===== config.mk =====
export PLATFORM = sky130hd
export DESIGN_NAME = gts_ctrl
export DESIGN_NICKNAME = d
export VERILOG_FILES = /design/src/hw/rtl/gts_pkg.sv /design/src/hw/rtl/gts_ctrl.sv
export VERILOG_INCLUDE_DIRS = /design/src /design/src/hw/rtl
export SDC_FILE = /design/constraint.sdc
export NUM_CORES = 1
export LEC_CHECK = 0
export BUFFER_PORTS_ARGS = -buffer_cell sky130_fd_sc_hd__buf_4
export CAP_MARGIN = 15
export CORE_MARGIN = 10
export CORE_UTILIZATION = 54
export DETAILED_ROUTE_END_ITERATION = 12
export GPL_ROUTABILITY_DRIVEN = 0
export PLACE_DENSITY = 0.88
export SYNTH_ARGS = -nofsm -noshare
export SYNTH_HDL_FRONTEND = slang
export SYNTH_SLANG_ARGS = --single-unit

===== constraint.sdc =====
create_clock -name clk -period 5 [get_ports clk]
set_input_delay 1 -clock clk [delete_from_list [all_inputs] [get_ports clk]]
set_output_delay 1 -clock clk [all_outputs]
set_load 0.02 [all_outputs]

===== src/hw/rtl/grid_trilinear_sampler_defines.svh =====
// Assertion macros shared by the grid trilinear sampler RTL.
// Each macro expects clk and rst_n to be visible in the module that uses it.
`ifndef GRID_TRILINEAR_SAMPLER_DEFINES_SVH
`define GRID_TRILINEAR_SAMPLER_DEFINES_SVH

// same-cycle implication
`define GTS_ASSERT_IMP(lbl, ante, cons, msg) \
    lbl: assert property (@(posedge clk) disable iff (!rst_n) (ante) |-> (cons)) \
        else $error(msg);

// next-cycle implication
`define GTS_ASSERT_NXT(lbl, ante, cons, msg) \
    lbl: assert property (@(posedge clk) disable iff (!rst_n) (ante) |=> (cons)) \
        else $error(msg);

`endif


===== src/hw/rtl/gts_pkg.sv =====
// Package of types, constants and helper functions for the grid trilinear sampler.
`timescale 1ns / 1ps
`default_nettype none

package gts_pkg;

    localparam int GRID_X_DEF = 16;
    localparam int GRID_Y_DEF = 16;
    localparam int GRID_Z_DEF = 16;

    localparam int IDX_W     = 4;
    localparam int VAL_W     = 32;
    localparam int CFG_IDX_W = 3;
    localparam int CNT_W     = 4;

    localparam logic OP_WRITE = 1'b0;
    localparam logic OP_QUERY = 1'b1;

    localparam logic [CFG_IDX_W-1:0] REG_ORIGIN_X = 3'd0;
    localparam logic [CFG_IDX_W-1:0] REG_ORIGIN_Y = 3'd1;
    localparam logic [CFG_IDX_W-1:0] REG_ORIGIN_Z = 3'd2;
    localparam logic [CFG_IDX_W-1:0] REG_INV_X    = 3'd3;
    localparam logic [CFG_IDX_W-1:0] REG_INV_Y    = 3'd4;
    localparam logic [CFG_IDX_W-1:0] REG_INV_Z    = 3'd5;

    localparam logic [1:0] AX_X = 2'd0;
    localparam logic [1:0] AX_Y = 2'd1;
    localparam logic [1:0] AX_Z = 2'd2;

    localparam logic [CNT_W-1:0] AXIS_LAST = 4'd3;
    localparam logic [CNT_W-1:0] READ_LAST = 4'd8;
    localparam logic [CNT_W-1:0] LERP_LAST = 4'd11;

    localparam logic [VAL_W-1:0] VAL_MAX = 32'h7FFF_FFFF;
    localparam logic [VAL_W-1:0] VAL_MIN = 32'h8000_0000;

    typedef struct packed {
        logic             opcode;
        logic [IDX_W-1:0] node_x;
        logic [IDX_W-1:0] node_y;
        logic [IDX_W-1:0] node_z;
        logic [VAL_W-1:0] node_value;
        logic [VAL_W-1:0] pos_x;
        logic [VAL_W-1:0] pos_y;
        logic [VAL_W-1:0] pos_z;
    } item_t;

    typedef struct packed {
        logic       valid;
        logic [2:0] step;
    } lstep_t;

    typedef struct packed {
        logic       load_pos;
        logic       wr_item;
        logic       clr_step;
        logic       ax_mul;
        logic [1:0] ax_mul_sel;
        logic       ax_fold;
        logic [1:0] ax_fold_sel;
        logic       rd_en;
        logic [2:0] rd_corner;
        logic       cap_en;
        logic [2:0] cap_slot;
        lstep_t     op_rd;
        logic       lerp_mul;
        lstep_t     lerp_fin;
        logic       out_load;
    } cmd_t;

    typedef struct packed {
        logic clr_last;
    } status_t;

    typedef enum logic [5:0] {
        S_CLEAR = 6'b000001,
        S_IDLE  = 6'b000010,
        S_AXIS  = 6'b000100,
        S_READ  = 6'b001000,
        S_LERP  = 6'b010000,
        S_DONE  = 6'b100000
    } state_t;

    function automatic logic [VAL_W-1:0] sat32(input logic signed [49:0] v);
        logic [VAL_W-1:0] r;
        if (v > 50'sd2147483647) begin
            r = VAL_MAX;
        end else if (v < -50'sd2147483648) begin
            r = VAL_MIN;
        end else begin
            r = v[31:0];
        end
        return r;
    endfunction

    // Slot file: corners at {dz,dy,dx}; each lerp writes back into its a slot.
    function automatic logic [2:0] lerp_a(input logic [2:0] step);
        logic [2:0] r;
        unique case (step)
            3'd0:    r = 3'd0;
            3'd1:    r = 3'd2;
            3'd2:    r = 3'd4;
            3'd3:    r = 3'd6;
            3'd4:    r = 3'd0;
            3'd5:    r = 3'd4;
            default: r = 3'd0;
        endcase
        return r;
    endfunction

    function automatic logic [2:0] lerp_b(input logic [2:0] step);
        logic [2:0] r;
        unique case (step)
            3'd0:    r = 3'd1;
            3'd1:    r = 3'd3;
            3'd2:    r = 3'd5;
            3'd3:    r = 3'd7;
            3'd4:    r = 3'd2;
            3'd5:    r = 3'd6;
            default: r = 3'd4;
        endcase
        return r;
    endfunction

    function automatic logic [1:0] lerp_axis(input logic [2:0] step);
        logic [1:0] r;
        unique case (step)
            3'd0, 3'd1, 3'd2, 3'd3: r = AX_X;
            3'd4, 3'd5:             r = AX_Y;
            default:                r = AX_Z;
        endcase
        return r;
    endfunction

    // Operand read schedule; the multiply follows in the next cycle, then the writeback.
    function automatic lstep_t lerp_sched(input logic [CNT_W-1:0] cnt);
        lstep_t r;
        r = '0;
        unique case (cnt)
            4'd0:    r = '{valid: 1'b1, step: 3'd0};
            4'd1:    r = '{valid: 1'b1, step: 3'd1};
            4'd2:    r = '{valid: 1'b1, step: 3'd2};
            4'd3:    r = '{valid: 1'b1, step: 3'd3};
            4'd4:    r = '{valid: 1'b1, step: 3'd4};
            4'd6:    r = '{valid: 1'b1, step: 3'd5};
            4'd9:    r = '{valid: 1'b1, step: 3'd6};
            default: r = '0;
        endcase
        return r;
    endfunction

endpackage

`default_nettype wire


===== src/hw/rtl/gts_ctrl.sv =====
// Controller state machine of the grid trilinear sampler.
`timescale 1ns / 1ps
`default_nettype none
`include "grid_trilinear_sampler_defines.svh"

module gts_ctrl import gts_pkg::*; (
    input  logic    clk,
    input  logic    rst_n,
    input  logic    in_valid,
    input  logic    in_opcode,
    output logic    in_ready,
    output logic    out_valid,
    input  logic    out_ready,
    output cmd_t    cmd,
    input  status_t status
);

    state_t           state_reg, state_next;
    logic [CNT_W-1:0] cnt_reg, cnt_next;
    logic             out_valid_reg, out_valid_next;
    logic             in_accept;

    assign in_ready  = (state_reg == S_IDLE);
    assign in_accept = in_valid && in_ready;
    assign out_valid = out_valid_reg;

    always_comb
    begin
        state_next = state_reg;
        cnt_next   = cnt_reg;
        cmd        = '0;
        unique case (state_reg)
            S_CLEAR:
            begin
                cmd.clr_step = 1'b1;
                if (status.clr_last)
                begin
                    state_next = S_IDLE;
                end
            end
            S_IDLE:
            begin
                if (in_accept)
                begin
                    if (in_opcode == OP_QUERY)
                    begin
                        cmd.load_pos = 1'b1;
                        state_next   = S_AXIS;
                        cnt_next     = '0;
                    end else begin
                        cmd.wr_item = 1'b1;
                    end
                end
            end
            S_AXIS:
            begin
                cmd.ax_mul      = (cnt_reg < AXIS_LAST);
                cmd.ax_mul_sel  = cnt_reg[1:0];
                cmd.ax_fold     = (cnt_reg != '0);
                cmd.ax_fold_sel = cnt_reg[1:0] - 2'd1;
                if (cnt_reg == AXIS_LAST)
                begin
                    state_next = S_READ;
                    cnt_next   = '0;
                end else begin
                    cnt_next = cnt_reg + 4'd1;
                end
            end
            S_READ:
            begin
                cmd.rd_en     = (cnt_reg < READ_LAST);
                cmd.rd_corner = cnt_reg[2:0];
                cmd.cap_en    = (cnt_reg != '0);
                cmd.cap_slot  = cnt_reg[2:0] - 3'd1;
                if (cnt_reg == READ_LAST)
                begin
                    state_next = S_LERP;
                    cnt_next   = '0;
                end else begin
                    cnt_next = cnt_reg + 4'd1;
                end
            end
            S_LERP:
            begin
                cmd.op_rd    = lerp_sched(cnt_reg);
                cmd.lerp_mul = lerp_sched(cnt_reg - 4'd1).valid;
                cmd.lerp_fin = lerp_sched(cnt_reg - 4'd2);
                if (cnt_reg == LERP_LAST)
                begin
                    state_next = S_DONE;
                    cnt_next   = '0;
                end else begin
                    cnt_next = cnt_reg + 4'd1;
                end
            end
            S_DONE:
            begin
                if (!out_valid_reg || out_ready)
                begin
                    cmd.out_load = 1'b1;
                    state_next   = S_IDLE;
                end
            end
            default:
            begin
                state_next = S_CLEAR;
            end
        endcase
    end

    always_comb
    begin
        out_valid_next = out_valid_reg;
        if (cmd.out_load)
        begin
            out_valid_next = 1'b1;
        end else if (out_ready)
        begin
            out_valid_next = 1'b0;
        end
    end

    always_ff @(posedge clk or negedge rst_n)
    begin
        if (!rst_n)
        begin
            state_reg     <= S_CLEAR;
            cnt_reg       <= '0;
            out_valid_reg <= 1'b0;
        end else begin
            state_reg     <= state_next;
            cnt_reg       <= cnt_next;
            out_valid_reg <= out_valid_next;
        end
    end

    `GTS_ASSERT_NXT(a_query_start, in_accept && in_opcode == OP_QUERY, state_reg == S_AXIS && cnt_reg == '0, "query did not start axis phase")
    `GTS_ASSERT_NXT(a_lerp_done, state_reg == S_LERP && cnt_reg == LERP_LAST, state_reg == S_DONE, "lerp phase did not finish")
    `GTS_ASSERT_IMP(a_read_bound, state_reg == S_READ, cnt_reg <= READ_LAST, "read counter overran")
    `GTS_ASSERT_IMP(a_no_overwrite, cmd.out_load, !out_valid_reg || out_ready, "unread result overwritten")

endmodule

`default_nettype wire


==> PnR_summary.wiki <==
{| class="wikitable"
! Metric !! Value
|-
| Commonest cells after routing, fill and taps aside || buf_4 (34), nor2_1 (24), nand2_1 (14)
|-
| Detailed Route WL || 2.96 mm
|-
| Layout overhead on the synthesized area || 23.3%
|-
| DIE AREA || between 4000 and 5000 sq um
|-
| Maximum net fanout on the critical path || 14
|-
| DR pass1 iterations || 4
|-
| Ratio of final minimum period to clock period || 0.679
|-
| Max reg flops || 6
|-
| Highest clock rate || between 200 and 300 MHz
|-
| Run status || finished, final reports clean
|-
| Critical path startpoint category || flop
|-
| FF+latch count, synth || 11
|-
| Total CTS buffers || 3
|-
| Warnings, synthesis || 0
|-
| Floorplan die width || ~65 microns
|-
| Net count after synthesis || around 150
|-
| Number of design-rule violations left by the first detailed-router iteration || between 40 and 50
|-
| Arrival time reported for the critical path endpoint || 2.39 ns
|-
| H-tree depth || 1
|-
| CTS resizes || 0
|-
| Worst max-slew margin expressed relative to the limit || 0.647
|-
| Buffers added on ports || 34
|-
| Data required time at the worst endpoint || 4.00 ns
|-
| Clock tree from TritonCTS || built
|-
| Largest area contributor in the synthesized netlist || dfrtp_1
|-
| Crit path kind || flop to primary output
|-
| Via count of the first global-routing pass || between 1000 and 1500
|-
| Via density || 5.69
|-
| Total Nets Final || between 150 and 200
|-
| Mean Syn Cell Area || 7.85 sq um
|-
| Post-CTS setup buffer count || 0
|-
| Total global routing overflow || 0
|-
| Number of buffers inserted by hold repair at cts || 0
|-
| Portion of the post-synthesis area used by sequential elements || 0.252
|-
| Wire per inst || between 15 and 20 microns
|-
| Placed wire-length estimate || ~2.3 mm
|-
| Async SR Flop Fraction || 1.00
|-
| Top cell type's share of synthesized area || 0.228
|-
| Post-layout util || 0.698
|-
| # DRC || 0
|-
| Wire length of the first global-routing pass || roughly 4.8 mm
|-
| Top area cells in the synthesized netlist || dfrtp_1 (23%), ha_1 (9.1%), nor2_1 (8.2%), nand2_1 (4.8%), a21oi_1 (3.6%)
|-
| Standard cell core area || 1940 sq um
|-
| Core Rows || 16
|-
| Starting Density || 0.566
|-
| Maximum ir drop on the vdd rail || 0.329 mV
|-
| Cell area after technology mapping || 1100 sq um
|-
| Setup clock skew after layout || 0.00591 ns
|-
| Clock insertion delay at the later pin of the skew report || 0.27 ns
|-
| Die Y || 65.1 microns
|-
| Overall track demand over capacity in global routing || 0.138
|-
| Leakage power || roughly 0.68 nW
|-
| Number of antenna violations at the first check in global routing || 0
|-
| Routed Antenna Nets || 0
|-
| Tightest Hold Check Type || input port to asynchronous set/reset pin
|-
| Clock root buffer || clkbuf_4
|-
| Minimum period implied by the final worst setup slack || 3.39 ns
|-
| Vias after detailed routing || 1115
|-
| Power density normalized to cell area || about 430 nW/um^2
|-
| Count of maximum capacitance violations || 0
|-
| Top-level port count || 35
|-
| Commonest non-fill, non-tap cell in the layout || buf_4
|-
| Buffer depth of the longest clock path || 2
|-
| Unrepaired setup endpoints after global routing || no
|-
| Final total negative setup slack || 0 ns
|-
| Final Hold Vio Count || 0
|-
| Number of sinks on the clock net || 11
|-
| Fin. max-slew vios || 0
|-
| Largest net degree at the start of global routing || 18
|-
| Actual transition at the worst max-transition pin || 0.530 ns
|-
| Fraction of layout cells with a size suffix above 1 || 0.296
|-
| Predominant post-synthesis flop cell || dfrtp_1
|-
| Count of final setup violators || 0
|-
| Count of flip-flops with a built-in enable after synthesis || 0
|-
| Number of library cell types mapped by synthesis || 46
|-
| Nature of the critical path endpoint || primary output
|-
| Synthesized instance count || between 100 and 150
|-
| Count of inserted antenna diode cells || 0
|-
| Clock transition at path regs || 0.07 ns
|}
worst paths after layout:
| check | endpoint | slack, ns | depth (start not counted) | from |
|---|---|---|---|---|
| setup / recovery | cmd[2] | 1.61 | 8 | cnt_reg[2]$_DFFE_PN0P_ |
| hold / removal | state_reg[5]$_DFFE_PN0P_ | 0.55 | 1 | rst_n |
| setup reg to reg | cnt_reg[3]$_DFFE_PN0P_ | 2.75 | 6 | cnt_reg[0]$_DFFE_PN0P_ |
| hold reg to reg | out_valid$_DFFE_PN0P_ | 0.57 | 2 | out_valid$_DFFE_PN0P_ |
| max in group asynchronous | state_reg[0]$_DFFE_PN1P_ | 4.23 | 1 | rst_n |
| min in group clk | out_valid$_DFFE_PN0P_ | 0.57 | 2 | out_valid$_DFFE_PN0P_ |
power by group:
| part | internal, mW | leakage, nW | switching [mW] |
|---|---|---|---|
| combinational | 0.143 | 0.516 | 0.218 |
| clock | 0.0309 | 0.0150 | 0.0309 |
| sequential | 0.113 | 0.146 | 0.0403 |
| total | 0.287 | 0.677 | 0.289 |
Yosys cell counts, drive strengths merged (2+ instances only):
library cell,count
nor2,26
nand2b,3
nand2,14
a21oi,8
o21a,2
clkbuf,7
nor3b,5
o22ai,4
nor2b,3
o21bai,2
buf,2
or2,3
xor2,3
ha,8
nor3,3
or4,3
nor4,2
a31oi,2
or3b,3
inv,5
dfrtp,10
o21ai,5
cell families (layout without fill, tap and decap cells):
logic type               after synthesis  count (layout)  synth area share
buffers and inverters                 14              43            0.0706
adder cells (fa/ha/maj)                8               8            0.0911
AND/OR/NAND/NOR                       70              70             0.350
flip-flops                            11              11             0.252
AO/OA/AOI/OAI                         33              33             0.205
XOR/XNOR                               4               4            0.0319
cell type report:
cell class	count	area [sq um]
clock buffer	4	26.3
fill	168	587
inverter	5	18.8
multi-input combinational	115	744
sequential	11	277
tap	27	33.8
timing repair buffer	34	255
per-stage QoR:
stage / instances / power [mW] / hold WS [ns] / setup WS [ns] / instance area, sq um
after floorplan: 140 / 0.428 / 0.572 / 1.83 / 1100
after global placement: 192 / 0.495 / 0.546 / 2.05 / 1330
after detailed placement: 192 / 0.511 / 0.549 / 1.91 / 1330
after CTS: 196 / 0.574 / 0.551 / 1.62 / 1360
after global routing: 196 / 0.633 / 0.534 / 1.40 / 1360
final: 196 / 0.577 / 0.547 / 1.61 / 1360
worst max-delay path: stages, from the launching register on:
cell      delay [ns]
dfrtp_1         0.57
inv_1           0.22
ha_1            0.26
xor2_1          0.38
o21bai_1        0.11
a21oi_1         0.20
nor2_1          0.07
and3_1          0.16
buf_4           0.15
routing by layer:
layer	track usage	share of wire
met2	0.211	0.46
met3	0.0712	0.10
met1	0.168	0.43
met4	0.0321	0.0078
met5	0	0
No activity file was read; power rests on OpenSTA's default activity.
